`config.mk`:
```
export PLATFORM = sky130hd
export DESIGN_NAME = gem_grad_pipe
export DESIGN_NICKNAME = d
export VERILOG_FILES = /design/src/hdl/gem_pkg.sv /design/src/hdl/gem_grad_pipe.sv
export SDC_FILE = /design/constraint.sdc
export NUM_CORES = 2
export LEC_CHECK = 0
export BUFFER_PORTS_ARGS = -buffer_cell sky130_fd_sc_hd__buf_2
export CAP_MARGIN = 15
export CORE_ASPECT_RATIO = 1.25
export CORE_UTILIZATION = 36
export CTS_CLUSTER_SIZE = 12
export DETAILED_ROUTE_END_ITERATION = 12
export SYNTH_ARGS = -nofsm -noshare
export SYNTH_HDL_FRONTEND = slang
export SYNTH_SLANG_ARGS = --single-unit
```
`constraint.sdc`:
```
create_clock -name clk -period 9 [get_ports clk]
set_input_delay 0.45 -clock clk [delete_from_list [all_inputs] [get_ports clk]]
set_output_delay 0.45 -clock clk [all_outputs]
set_load 0.005 [all_outputs]
```
`src/hdl/gem_pkg.sv`:
```
`default_nettype none
// ---------------------------------------------------------------------------
// gem_pkg
// Shared types and constants of the RGB gradient edge map block.
// ---------------------------------------------------------------------------
package gem_pkg;

    localparam int MAX_WIDTH_DEF  = 1024;
    localparam int MAX_HEIGHT_DEF = 1024;
    localparam int CFG_W          = 11;
    localparam int WIDTH_RESET    = 640;
    localparam int HEIGHT_RESET   = 480;
    localparam int MIN_SIZE       = 3;
    localparam int CHAN_W         = 8;
    localparam int NUM_CHAN       = 3;

    // Configuration register indexes.
    typedef enum logic [0:0] {
        REG_FRAME_WIDTH  = 1'b0,
        REG_FRAME_HEIGHT = 1'b1
    } cfg_index_t;

    // Channel 0 is red, 1 is green, 2 is blue.
    typedef logic [NUM_CHAN-1:0][CHAN_W-1:0] pix_t;

    // Neighborhood of one center, handed from the line buffer to the datapath.
    typedef struct packed {
        logic emit;
        logic last;
        pix_t left;
        pix_t right;
        pix_t up;
        pix_t down;
    } tap_t;

endpackage
`default_nettype wire

```
`src/hdl/gem_grad_pipe.sv`:
```
`default_nettype none
// ---------------------------------------------------------------------------
// gem_grad_pipe
// Gradient datapath: halved central differences, sum of squares and an
// eight-step integer square root pipeline whose last step holds the result.
// ---------------------------------------------------------------------------
module gem_grad_pipe #(
    parameter int COL_W = 10,
    parameter int ROW_W = 10
) (
    input  wire logic                       clk,
    input  wire logic                       rst_n,
    input  wire logic                       load,
    output logic                            in_ready,
    input  wire gem_pkg::tap_t              tap,
    input  wire logic [COL_W-1:0]           col,
    input  wire logic [ROW_W-1:0]           row,
    output logic                            out_valid,
    input  wire logic                       out_ready,
    output logic [gem_pkg::CHAN_W-1:0]      red_out,
    output logic [gem_pkg::CHAN_W-1:0]      green_out,
    output logic [gem_pkg::CHAN_W-1:0]      blue_out,
    output logic [COL_W-1:0]                center_col,
    output logic [ROW_W-1:0]                center_row,
    output logic                            frame_last
);

    localparam int NCH   = gem_pkg::NUM_CHAN;
    localparam int STEPS = gem_pkg::CHAN_W;
    localparam int NS    = STEPS + 2;
    localparam int SQ_W  = 2 * gem_pkg::CHAN_W;

    function automatic logic signed [gem_pkg::CHAN_W-1:0] half_diff(
        input logic [gem_pkg::CHAN_W-1:0] a,
        input logic [gem_pkg::CHAN_W-1:0] b
    );
        logic signed [gem_pkg::CHAN_W:0] d;
        logic signed [gem_pkg::CHAN_W:0] h;
        d = $signed({1'b0, a}) - $signed({1'b0, b});
        // Halve toward zero: negative values are biased up by one first.
        h = d[gem_pkg::CHAN_W] ? ((d + $signed((gem_pkg::CHAN_W+1)'(1))) >>> 1)
                               : (d >>> 1);
        return h[gem_pkg::CHAN_W-1:0];
    endfunction

    logic                               v_reg   [NS];
    logic                               rdy     [NS+1];
    logic [COL_W-1:0]                   col_reg [NS];
    logic [ROW_W-1:0]                   row_reg [NS];
    logic                               last_reg[NS];

    logic signed [gem_pkg::CHAN_W-1:0]  dx_reg  [NCH];
    logic signed [gem_pkg::CHAN_W-1:0]  dy_reg  [NCH];
    logic [SQ_W-1:0]                    rem_reg [STEPS+1][NCH];
    logic [SQ_W-1:0]                    root_reg[STEPS+1][NCH];
    logic [SQ_W-1:0]                    rem_nx  [STEPS][NCH];
    logic [SQ_W-1:0]                    root_nx [STEPS][NCH];
    logic [SQ_W-1:0]                    sum_sq  [NCH];

    // A stage takes new data when it is empty or its contents move on.
    always_comb
    begin
        rdy[NS] = out_ready;
        for (int i = NS - 1; i >= 0; i--)
        begin
            rdy[i] = !v_reg[i] || rdy[i+1];
        end
    end

    assign in_ready = rdy[0];

    always_comb
    begin
        logic signed [SQ_W-1:0] sqx;
        logic signed [SQ_W-1:0] sqy;
        for (int ch = 0; ch < NCH; ch++)
        begin
            sqx = dx_reg[ch] * dx_reg[ch];
            sqy = dy_reg[ch] * dy_reg[ch];
            sum_sq[ch] = SQ_W'(sqx + sqy);
        end
    end

    // One result bit per stage, from the top bit of the root down.
    always_comb
    begin
        logic [SQ_W-1:0] bitv;
        logic [SQ_W:0]   trial;
        for (int k = 0; k < STEPS; k++)
        begin
            bitv = SQ_W'(1) << (2 * (STEPS - 1 - k));
            for (int ch = 0; ch < NCH; ch++)
            begin
                trial = {1'b0, root_reg[k][ch]} + {1'b0, bitv};
                if ({1'b0, rem_reg[k][ch]} >= trial)
                begin
                    rem_nx[k][ch]  = rem_reg[k][ch] - trial[SQ_W-1:0];
                    root_nx[k][ch] = (root_reg[k][ch] >> 1) + bitv;
                end
                else
                begin
                    rem_nx[k][ch]  = rem_reg[k][ch];
                    root_nx[k][ch] = root_reg[k][ch] >> 1;
                end
            end
        end
    end

    always_ff @(posedge clk)
    begin
        if (rdy[0])
        begin
            for (int ch = 0; ch < NCH; ch++)
            begin
                dx_reg[ch] <= half_diff(tap.right[ch], tap.left[ch]);
                dy_reg[ch] <= half_diff(tap.down[ch], tap.up[ch]);
            end
            col_reg[0]  <= col;
            row_reg[0]  <= row;
            last_reg[0] <= tap.last;
        end
        if (rdy[1])
        begin
            for (int ch = 0; ch < NCH; ch++)
            begin
                rem_reg[0][ch]  <= sum_sq[ch];
                root_reg[0][ch] <= '0;
            end
        end
        for (int k = 0; k < STEPS; k++)
        begin
            if (rdy[k+2])
            begin
                for (int ch = 0; ch < NCH; ch++)
                begin
                    rem_reg[k+1][ch]  <= rem_nx[k][ch];
                    root_reg[k+1][ch] <= root_nx[k][ch];
                end
            end
        end
        for (int i = 1; i < NS; i++)
        begin
            if (rdy[i])
            begin
                col_reg[i]  <= col_reg[i-1];
                row_reg[i]  <= row_reg[i-1];
                last_reg[i] <= last_reg[i-1];
            end
        end
    end

    always_ff @(posedge clk or negedge rst_n)
    begin
        if (!rst_n)
        begin
            for (int i = 0; i < NS; i++)
            begin
                v_reg[i] <= 1'b0;
            end
        end
        else
        begin
            if (rdy[0])
            begin
                v_reg[0] <= load;
            end
            for (int i = 1; i < NS; i++)
            begin
                if (rdy[i])
                begin
                    v_reg[i] <= v_reg[i-1];
                end
            end
        end
    end

    // The root never exceeds 179, so 255 minus it is the bitwise inverse.
    assign out_valid  = v_reg[NS-1];
    assign red_out    = ~root_reg[STEPS][0][gem_pkg::CHAN_W-1:0];
    assign green_out  = ~root_reg[STEPS][1][gem_pkg::CHAN_W-1:0];
    assign blue_out   = ~root_reg[STEPS][2][gem_pkg::CHAN_W-1:0];
    assign center_col = col_reg[NS-1];
    assign center_row = row_reg[NS-1];
    assign frame_last = last_reg[NS-1];

endmodule
`default_nettype wire

```
Word level (Yosys, flattened, before mapping)
Memories as Yosys holds them, arrays and structs flattened.
Index checks and enable logic that the tools add are counted.
- register bits: 10
- bits in writable memories: 1122
- input bits: 122
- output and inout port bits: 47
- word-level logic and storage cells: 231
- memories kept: 7
- add/subtract/negate cells: 87
- $mul: 6
- magnitude comparators: 24
- muxes and demuxes: 74
- bitwise logic cells: 3
- reduce and logical (&&, ||, !) cells: 20
- memory list (memory ; words ; bits a word ; read ports ; clocked after memory_dff ; wr ports ; line ; source):
    rem_reg ; 9 ; 48 ; 8 ; 0 ; 9 ; gem_grad_pipe.sv:54 ; logic [SQ_W-1:0] rem_reg [STEPS+1][NCH];
    root_reg ; 9 ; 48 ; 9 ; 0 ; 9 ; gem_grad_pipe.sv:55 ; logic [SQ_W-1:0] root_reg[STEPS+1][NCH];
    col_reg ; 10 ; 10 ; 10 ; 0 ; 10 ; gem_grad_pipe.sv:48 ; logic [COL_W-1:0] col_reg [NS];
    row_reg ; 10 ; 10 ; 10 ; 0 ; 10 ; gem_grad_pipe.sv:49 ; logic [ROW_W-1:0] row_reg [NS];
    dx_reg ; 3 ; 8 ; 3 ; 0 ; 3 ; gem_grad_pipe.sv:52 ; logic signed [gem_pkg::CHAN_W-1:0] dx_reg [NCH];
    dy_reg ; 3 ; 8 ; 3 ; 0 ; 3 ; gem_grad_pipe.sv:53 ; logic signed [gem_pkg::CHAN_W-1:0] dy_reg [NCH];
    +1 memories ; -- ; -- ; -- ; -- ; -- ; -- ;
- operators by type and width (kind ; number):
    $mux 16 ; 48
    $ge 16x17->1 ; 24
    $sub 16x16->16 ; 24
    $mul 8x8->16 ; 6
    $add 9x2->9 const B ; 6
    $sub 8x8->9 ; 6
    $add 16x1->17 const B ; 3
    $add 16x11->17 const B ; 3
    $add 16x13->17 const B ; 3
    $add 16x15->17 const B ; 3
    $add 16x3->17 const B ; 3
    $add 16x5->17 const B ; 3
    $add 16x7->17 const B ; 3
    $add 16x9->17 const B ; 3
    $add 15x1->16 const B ; 3
    $add 15x11->16 const B ; 3
    $add 15x13->16 const B ; 3
    $add 15x15->16 const B ; 3
    $add 15x3->16 const B ; 3
    $add 15x5->16 const B ; 3
    $add 15x7->16 const B ; 3
    $add 15x9->16 const B ; 3
    $add 16x16->16 ; 3
    $mux 8 ; 6
    4 further kinds ; 43

Longest topological paths before layout
- word-level depth: 13
- mapped depth: 22
- gate-level depth less buffers: 21

Worst setup path after synthesis
Ideal clock, no wire load.
- path type: input -> output
- from: in out_ready
- to: out in_ready
- arrival: 7141 ps
- slack: 1409 ps
- cell stages on the path: 6
- cell sequence: nor2b_1 -> nand3_1 -> nor2_1 -> and2_1 -> nand4_1 -> or2_2
- RTL lines (what ; line ; source):
    start, declared ; gem_grad_pipe.sv:19 ; input wire logic out_ready,
    end, declared ; gem_grad_pipe.sv:14 ; output logic in_ready,

==> summary.txt <==
Status: complete, no violations
Fmax: 0.163 GHz
IO Port Bufs: 167
Final hold violations: 0
Clock buffer depth: 3
Peak fanout along the critical path: 15
Final setup fails: 0
Cells after Synth: 3,660
Detailed Place HPWL: 60,000 um
H-tree Lvls: 3
Core region area: 127,000 um2
CP startpoint kind: flop
GRT Total Usage: 12.3%
Final Wtd Congestion: 0.818
Post-synth EDFFs: 750
Gr ovfl total: 0
Initial Util: 36.4%
Row count: 146
Clk sinks: 760
Routed Wire Length: 77,200 um
Via count: 25.9k
Post-route ant nets: 0
Avg Cell Area, Syn: 12.6 um2
CTS tree: yes
WL/cell: 13.6 um
Routed vias/inst: 4.57
Initial antenna violation count: 0
Ys Warns: 0
Top-count cell post-synth: edfxtp_1
Slew margin rel.: 25.5%
Setup crit end kind: flop
Area delta synth->final: 12.4%
Final period utilization: 68.3%
Area leader, netlist: edfxtp_1
Measured slew at the worst slew-check pin: 1120 ps
Post-synth top area share: 48.9%
WP data arrival: 6500 ps
CTS root buf: clkbuf_16
ANT cells: 0
Fraction of registers with async set/reset: 1.32%
Largest register FFs: 384
Largest net degree at the start of global routing: 92
Unrepaired setup endpoints after global routing: no
Number of global-route vias before repair: 27.4k
Clk slew on worst S/H paths: 60 ps
Critical setup path kind: reg -> reg
DRC Markers: 0
Top post-synthesis cells by area: edfxtp_1, fa_1, ha_1, inv_1, xnor2_1
Post-synthesis cell type count: 71
DRT iter0 DRCs: 903
Clock Skew: 32.1 ps
Io pins: 169
Main flop type after synthesis: edfxtp_1
Sequential fraction of the synthesis area: 49.4%
Die height: 402 um
Min cycle time layout: 6140 ps
Mapped cell area: 46,100 um2
CTS Buf Count: 81
Layout cell share with drive strength beyond 1: 9.40%
Setup TNS: 0 ps
# nets final: 4,707
Maxcap violations: 0
Drt first pass iters: 5
Die width: 322 um
Worst-Skew Late Latency: 630 ps
Top cells by count, synth: edfxtp_1, inv_1, fa_1
Type of the most critical hold path: in -> reg
Worst Path Required: 9360 ps
# fillers: 11.9k
DIE AREA: 129,000 um2
First-pass GRT wire length: 130,000 um
Slew Viols, Final: 0
Post-CTS Setup Bufs: 0
Mapped Nets: 4,461
FF+latch count, synth: 760
==> cell type report <==
class                           count  area [um2]  share of cell area [%]
Clock buffer                      101        2180                    4.20
Clock inverter                     35         334                   0.645
Inverter                          674        2530                    4.89
Multi-Input combinational cell   2190       20700                    39.9
Sequential cell                   760       22800                    44.0
Tap cell                         1702        2130                    4.11
Timing Repair Buffer              199        1160                    2.24
==> cell usage in the layout (no fill, tap or decap), types with 80 or more instances in the layout <==
master	n
a21oi_1	112
and2_1	105
ha_1	338
nor2b_1	80
nand2_1	178
xnor2_1	164
fa_1	341
buf_2	167
o21ai_0	113
clkbuf_16	84
nor2_1	125
inv_1	671
xor2_1	88
edfxtp_1	750
==> stage by stage <==
stage | std cells | cell area (um2) | setup WS [ps] | hold WS, ps | util [%]
finish | 5661 | 51800 | 2860 | 48.7 | 40.8
CTS | 5658 | 51700 | 2780 | 7.73 | 40.8
global route | 5661 | 51800 | 2510 | 12.8 | 40.8
global placement | 5501 | 49000 | 2880 | 319 | 38.7
floorplan | 3660 | 46100 | 1410 | 154 | -
detailed placement | 5501 | 49000 | 2790 | 327 | 38.7
==> cells by family (layout without fill, tap and decap cells) <==
logic type | Yosys count | count (layout) | share of synthesized area (%)
simple gates | 797 | 797 | 9.24
fa+ha+maj | 679 | 679 | 24.0
buf+inv | 710 | 1009 | 5.82
flops | 760 | 760 | 49.4
xor+xnor | 253 | 253 | 4.82
compound gates | 427 | 427 | 5.89
mux | 34 | 34 | 0.828
==> path summary, 6_finish.rpt <==
| path | start | to | slack [ps] | cells after the start |
|---|---|---|---|---|
| max | dy_reg[0][15] | rem_reg[0][31] | 2860 | 15 |
| min | row[0] | row_reg[0][0] | 50 | 1 |
| max reg2reg | dy_reg[0][15] | rem_reg[0][31] | 2860 | 15 |
| min reg2reg | rem_reg[0][36] | rem_reg[1][36] | 400 | 0 |
| max in group asynchronous | rst_n | v_reg[5] | 8580 | 2 |
| min in group asynchronous | rst_n | out_valid | 220 | 2 |
==> timing repair <==
action | CTS | global route
hold endpoints to repair | 30 | 0
gates resized for setup | 0 | 0
hold buffers | 21 | 0
==> per-layer routing <==
layer | wire length (um) | up-vias | GRT usage [%]
met5 | 0 | - | 0
met4 | 1680 | 0 | 3.61
met3 | 2410 | 109 | 1.68
met2 | 40100 | 352 | 22.9
met1 | 33000 | 12500 | 14.4
li1 | - | 12900 | -
==> worst max-delay path, stage by stage, from the launching register on <==
cell	delay, ps
edfxtp_1	670
and2_1	520
fa_1	530
fa_1	560
fa_1	440
fa_1	520
fa_1	550
inv_1	50
fa_1	520
inv_1	40
ha_1	220
or3_1	390
or2_2	310
a31oi_1	240
o21ai_0	150
xnor2_1	150
Power is not shown: default switching activity piles up to over one toggle a cycle in this logic, so the estimate is an artifact.
